===== config.mk =====
export PLATFORM = sky130hd
export DESIGN_NAME = rnls_dist
export DESIGN_NICKNAME = d
export VERILOG_FILES = /design/src/rtl/core/rnls_pkg.sv /design/src/rtl/core/rnls_dist.sv
export SDC_FILE = /design/constraint.sdc
export NUM_CORES = 2
export LEC_CHECK = 0
export BUFFER_PORTS_ARGS = -buffer_cell sky130_fd_sc_hd__buf_2
export CAP_MARGIN = 20
export CORE_ASPECT_RATIO = 0.7
export CORE_MARGIN = 1
export CORE_UTILIZATION = 40
export DETAILED_ROUTE_END_ITERATION = 10
export GPL_ROUTABILITY_DRIVEN = 0
export PLACE_DENSITY = 0.66
export SYNTH_ARGS = -nofsm -noshare
export SYNTH_HDL_FRONTEND = slang
export SYNTH_SLANG_ARGS = --single-unit

===== constraint.sdc =====
create_clock -name clk -period 22.1 [get_ports clk]
set_clock_uncertainty 0.1 [all_clocks]
set_input_delay 2.21 -clock clk [delete_from_list [all_inputs] [get_ports clk]]
set_output_delay 2.21 -clock clk [all_outputs]
set_load 0.05 [all_outputs]

===== src/rtl/core/rnls_pkg.sv =====
// Shared types and constants for the radius neighbor link search block.
package rnls_pkg;

  localparam int COORD_BITS = 24;
  localparam int ID_W       = 32;
  localparam int RANGE_W    = 24;
  localparam int SQ_W       = 2 * COORD_BITS;
  localparam int D2_W       = SQ_W + 2;
  localparam int LIM_W      = 2 * RANGE_W;

  localparam logic [RANGE_W-1:0] RANGE_RESET = RANGE_W'(10000);

  typedef enum logic [1:0] {
    ACT_CLEAR    = 2'd0,
    ACT_LOAD     = 2'd1,
    ACT_PASS     = 2'd2,
    ACT_WAYPOINT = 2'd3
  } action_t;

  typedef enum logic [2:0] {
    ST_IDLE,
    ST_LOAD_SCAN,
    ST_LOAD_DRAIN,
    ST_LOAD_WRITE,
    ST_QRY_SCAN,
    ST_QRY_DRAIN,
    ST_QRY_FINISH
  } state_t;

  typedef struct packed {
    action_t                       action;
    logic [ID_W-1:0]               node_id;
    logic signed [COORD_BITS-1:0]  pos_x;
    logic signed [COORD_BITS-1:0]  pos_y;
    logic signed [COORD_BITS-1:0]  pos_z;
    logic                          navigable;
    logic                          boundary;
  } req_t;

  typedef struct packed {
    logic [ID_W-1:0] query_id;
    logic [ID_W-1:0] neighbor_id;
    logic            contour_link;
    logic            fallback_link;
    logic            no_link;
    logic            table_full;
    logic            last;
  } res_t;

  typedef struct packed {
    logic [ID_W-1:0]               id;
    logic signed [COORD_BITS-1:0]  x;
    logic signed [COORD_BITS-1:0]  y;
    logic signed [COORD_BITS-1:0]  z;
    logic                          boundary;
    logic                          navigable;
  } entry_t;

  typedef struct packed {
    logic            valid;
    logic [D2_W-1:0] d2;
    logic [ID_W-1:0] id;
    logic            boundary;
    logic            navigable;
  } dist_res_t;

endpackage


===== src/rtl/core/rnls_dist.sv =====
// Pipelined squared distance unit, shared by every table entry of a query.
module rnls_dist import rnls_pkg::*; (
  input  logic                          clk,
  input  logic                          rst,
  input  logic                          in_valid,
  input  entry_t                        ent,
  input  logic signed [COORD_BITS-1:0]  qx,
  input  logic signed [COORD_BITS-1:0]  qy,
  input  logic signed [COORD_BITS-1:0]  qz,
  output dist_res_t                     dres,
  output logic                          busy
);

  function automatic logic [COORD_BITS-1:0] abs_diff(
    input logic [COORD_BITS-1:0] a,
    input logic [COORD_BITS-1:0] b
  );
    logic [COORD_BITS:0] d;
    logic [COORD_BITS:0] n;
    d = {a[COORD_BITS-1], a} - {b[COORD_BITS-1], b};
    n = ~d + 1'b1;
    return d[COORD_BITS] ? n[COORD_BITS-1:0] : d[COORD_BITS-1:0];
  endfunction

  logic                  v1, v2, v3;
  logic [COORD_BITS-1:0] adx, ady, adz;
  logic [SQ_W-1:0]       sqx, sqy, sqz;
  logic [D2_W-1:0]       d2;
  logic [ID_W-1:0]       id1, id2, id3;
  logic                  bnd1, bnd2, bnd3;
  logic                  nav1, nav2, nav3;

  always_ff @(posedge clk) begin
    if (rst) begin
      v1 <= 1'b0;
      v2 <= 1'b0;
      v3 <= 1'b0;
    end else begin
      v1 <= in_valid;
      v2 <= v1;
      v3 <= v2;
    end
  end

  always_ff @(posedge clk) begin
    adx  <= abs_diff(qx, ent.x);
    ady  <= abs_diff(qy, ent.y);
    adz  <= abs_diff(qz, ent.z);
    id1  <= ent.id;
    bnd1 <= ent.boundary;
    nav1 <= ent.navigable;

    sqx  <= adx * adx;
    sqy  <= ady * ady;
    sqz  <= adz * adz;
    id2  <= id1;
    bnd2 <= bnd1;
    nav2 <= nav1;

    d2   <= D2_W'(sqx) + D2_W'(sqy) + D2_W'(sqz);
    id3  <= id2;
    bnd3 <= bnd2;
    nav3 <= nav2;
  end

  assign dres = '{valid: v3, d2: d2, id: id3, boundary: bnd3, navigable: nav3};
  assign busy = v1 | v2 | v3;

endmodule


; Word level (Yosys, flattened, before mapping)
; Cells that the tools add are included.
; W data, S select, Z words.
[totals]
out_inout_bits = 86
wordCells = 38
input_bits = 181
ff_bits = 371
[classes]
addsub = 8
n_mux = 3
bitwise = 5
mul = 3
[op_table]
columns = operator, count
row1 = $mul A24 B24 Y48, 3
row2 = $sub A24 B24 Y25, 3
row3 = $add A24 B1 Y24 const B, 3
row4 = $mux W24, 3
row5 = $not A24 Y24, 3
row6 = $add A49 B48 Y50, 1
row7 = $add A48 B48 Y49, 1
row8 = $or A1 B1 Y1, 2

; Depth between registers and ports, before layout
[depth]
depth_word = 4
ltp_mapped = 30
mapped_depth_nobuf = 28

; Worst setup path after synthesis
; Ideal clock, no wire load.
[synth_path]
path_kind = reg-to-reg
from = register adx[2]
to = register sqx[45]
path_buffers = 2
path_stages_with_launch = 30
slack_ns = 14.761
t_arrival_ns = 7.168
synth_period_minus_slack_ns = 7.339
setup_ns = 0.072
required_time_ns = 21.928
cell_sequence = dfxtp_1 -> clkbuf_1 -> clkbuf_1 -> nand2_1 -> fa_1 -> inv_1 -> fa_1 -> inv_1 -> fa_1 -> inv_1 -> fa_1 -> inv_1 -> fa_1 -> inv_1 -> fa_1 -> inv_1 -> fa_1 -> inv_1 -> ha_1 -> and3_1 -> and4_1 -> o21ai_0 -> nand4b_1 -> a31oi_1 -> a2111oi_0 -> o21a_1 -> o21a_1 -> o211ai_1 -> o21ai_0 -> xor2_1
[synth_between]
elab_chain_len = 1
[synth_rtl]
columns = element, line_no
row1 = start: declaration, rnls_dist.sv:26  ; logic [COORD_BITS-1:0] adx, ady, adz;
row2 = start signal: assignment, rnls_dist.sv:46  ; adx <= abs_diff(qx, ent.x);
row3 = $mul A24 B24 Y48, rnls_dist.sv:53  ; sqx <= adx * adx;
row4 = end signal: assignment, rnls_dist.sv:53
row5 = end: declaration, rnls_dist.sv:27  ; logic [SQ_W-1:0] sqx, sqy, sqz;
; Every way passes these cells.
; A chain may end at the register's enable or synchronous reset.

; Worst setup path in the final report
[layout_path]
from = register adx[16]
to = register sqx[41]
; The elaborated chain is that of the path after synthesis.

==> results.toml <==
[place]
detailed_place_hpwl_um = 131000
dpl_cell_area_mm2 = 0.0683
port_buffers = 266
dp_slack_ps = 13700

[logic_synthesis]
synth_top_cell_by_area = "fa_1"
ys_warn_count = 0
syn_area_mm2 = 0.0646
synthFlopType = "dfxtp_1"
netlist_instances = 6959
synth-compound-area-share_pct = 7.65
synth_top_area_share_pct = 40.8
ys_types = 86
synthArstFlopShare_pct = 0
synthAdderAreaFrac_pct = 53.4
synth-seq-cells = 368
postSynthAreaPerCell_um2 = 9.29
synth_xor_area_share_pct = 4.24
synth-simple-area-share_pct = 10.9
synth_edf_count = 0
synthTopCellsByArea = "fa_1, ha_1, dfxtp_1"
muxShareOfSynthArea_pct = 0.211
yosysSeqAreaShare_pct = 11.4
synth_top_family_by_area = "adder cells"

[cells_and_area]
area_delta_synth_final_pct = 8.13
drive_above_1_share_pct = 6.26
final_util_pct = 43.5
fin_nets = 9291
fillers = 15416
fin_area_mm2 = 0.0699
num_antenna_cells = 0

[timing]
hold_violations = 0
fin_ws_ps = 13610
timing.slew.headroom_pct = 21.7
period_share_pct = 38.4
setup_viol = 0
fin_crit_ps = 8490
maxSlewViolCount = 0
rsz0062_at_grt = "no"
clock.fmax_mhz = 118
fin_tns_setup_ps = 0
tightest_slew_ps = 1170

[grt]
grt_pass1_wl_um = 263000
grt_max_degree = 27
antenna_found_initial = 5
grt-ovfl-total = 0
first_global_vias = 49042
track_usage_pct = 20.2

[worst_setup_path]
worstSetupStartpointType = "flip-flop"
crit_path_end = "sqx[41]$_DFF_P_"
cp_max_fo = 22
cp-startpoint = "adx[16]$_DFF_P_"
rr_worst_depth = 27
critPathKind = "reg2reg"
r2r_end = "sqx[41]$_DFF_P_"
cp.required_ps = 22490
worstReg2RegStart = "adx[16]$_DFF_P_"
arrival_ps = 8880
r2r_slack_ps = 13610
cp-end-kind = "flip-flop"

[die]
die_y_um = 338
num_rows = 123
die_area_mm2 = 0.163
start_util_pct = 40.3
ios = 267
die_w_um = 482
core_mm2 = 0.161

[clock_network]
htreeDepth = 2
cts_sinks = 368
clockBufferDepth = 3
clk_pin_slew_ps = 80
cts_resized = 0
ctsHoldBuffers = 0
cts_tree = "built"
cts_root_buf = "clkbuf_16"
cts_buffers = 41
clk_latency_ps = 650
post_cts_buffers = 0

[routing]
first_pass_iters = 6
drtAntennaViolNets = 0
wl_um = 159000
avgRoutedWirePerCell_um = 17.1
drt_iter0_drc = 3234
vias = 45698
drc_errors = 0
viasPerCell = 4.91

[outcome]
status = "finished clean"

[min_path]
min_path_cells = 0
hold_class = "reg2reg"

[job]
cap_violations = 0
==> state kept, by name, indices dropped and copies added, names as in the netlist <==
name and count:
id1 32, id2 32, v3 1, id3 32, bnd1 1, bnd2 1, nav2 1, sqz 47
adz 24, v1 1, sqy 47, bnd3 1, sqx 47, nav3 1, d2 50, adx 24
nav1 1, v2 1, ady 24
==> logic make-up (layout without fill, tap and decap cells) <==
| logic type | Yosys count | after routing |
|---|---|---|
| buf+inv | 2097 | 2312 |
| fa+ha+maj | 1967 | 1967 |
| simple gates | 1436 | 1436 |
| compound gates | 764 | 764 |
| flops | 368 | 368 |
| xor+xnor | 313 | 313 |
| mux | 13 | 13 |
| other cells | 1 | 3 |
==> cell usage after synthesis (13+ instances only) <==
cell type  instances
o211ai_1          13
inv_1           1910
nand2_1          564
o31ai_1           13
nand4_1           32
ha_1             651
nor2_1           204
and3_1            41
xor2_1           114
and2_1           361
a21oi_1          260
clkbuf_1         180
nor2b_1           46
nand2b_1          27
o21ai_0          123
nor3_1            45
a211oi_1          19
xnor2_1          199
a21o_1           127
o21bai_1          30
nand3_1           47
fa_1            1316
o21a_1            39
dfxtp_1          368
a31oi_1           33
==> stage by stage <==
| step | hold slack, ps | cells |
|---|---|---|
| final | 199 | 9301 |
| after global routing | 229 | 9301 |
| after CTS | 196 | 9296 |
| after detailed placement | 212 | 9220 |
| after global placement | 210 | 9220 |
| after floorplan | 210 | 6961 |
==> metal layers <==
layer	part of all wire [%]	up-vias	wire length (um)	track usage (%)
li1	-	21282	-	-
met1	46	22825	73000	29.1
met2	43	1416	68600	30.6
met3	8.8	169	14000	5.05
met4	2.1	6	3270	4.13
met5	0.024	-	38	0
==> critical path, cell delays in order, from the launching register on <==
cell and delay [ps]:
dfxtp_1 1100, nand2_1 240, fa_1 570, inv_1 60, fa_1 530, inv_1 60, fa_1 540, inv_1 60
fa_1 510, inv_1 60, fa_1 550, inv_1 50, fa_1 470, inv_1 50, fa_1 480, inv_1 50
ha_1 350, a21oi_1 250, o21ai_0 190, o21ai_0 270, nand4b_1 210, a31oi_1 390, a2111oi_0 230, o21a_1 240
o21a_1 200, o211ai_1 210, o21ai_0 130, xor2_1 170
==> how the worst min path moves through the flow <==
stage / from / endpoint
after floorplan: bnd1$_DFF_P_ / bnd2$_DFF_P_
after detailed placement: id1[21]$_DFF_P_ / id2[21]$_DFF_P_
after global placement: id1[4]$_DFF_P_ / id2[4]$_DFF_P_
after CTS: id1[3]$_DFF_P_ / id2[3]$_DFF_P_
final: id1[3]$_DFF_P_ / id2[3]$_DFF_P_
after global routing: id2[6]$_DFF_P_ / id3[6]$_DFF_P_
==> cells in the final DEF (no fill, tap or decap), drive strengths merged, types with 50 or more instances in the layout <==
master,n
nand2,564
fa,1316
clkbuf,50
a21oi,262
xor2,114
buf,325
dfxtp,368
ha,651
o21ai,129
a21o,127
nor2,204
and2,361
inv,1915
xnor2,199
==> cell type report <==
class	count	area, um^2	share of cell area [%]
clock buffer	49	1120	1.60
multi-input combinational	4496	49400	70.6
inverter	1910	7170	10.3
tap	2125	2660	3.80
clock inverter	27	379	0.543
timing repair buffer	326	1820	2.60
sequential	368	7370	10.5
Power is not shown: default switching activity piles up to over one toggle a cycle in this logic, so the estimate is an artifact.
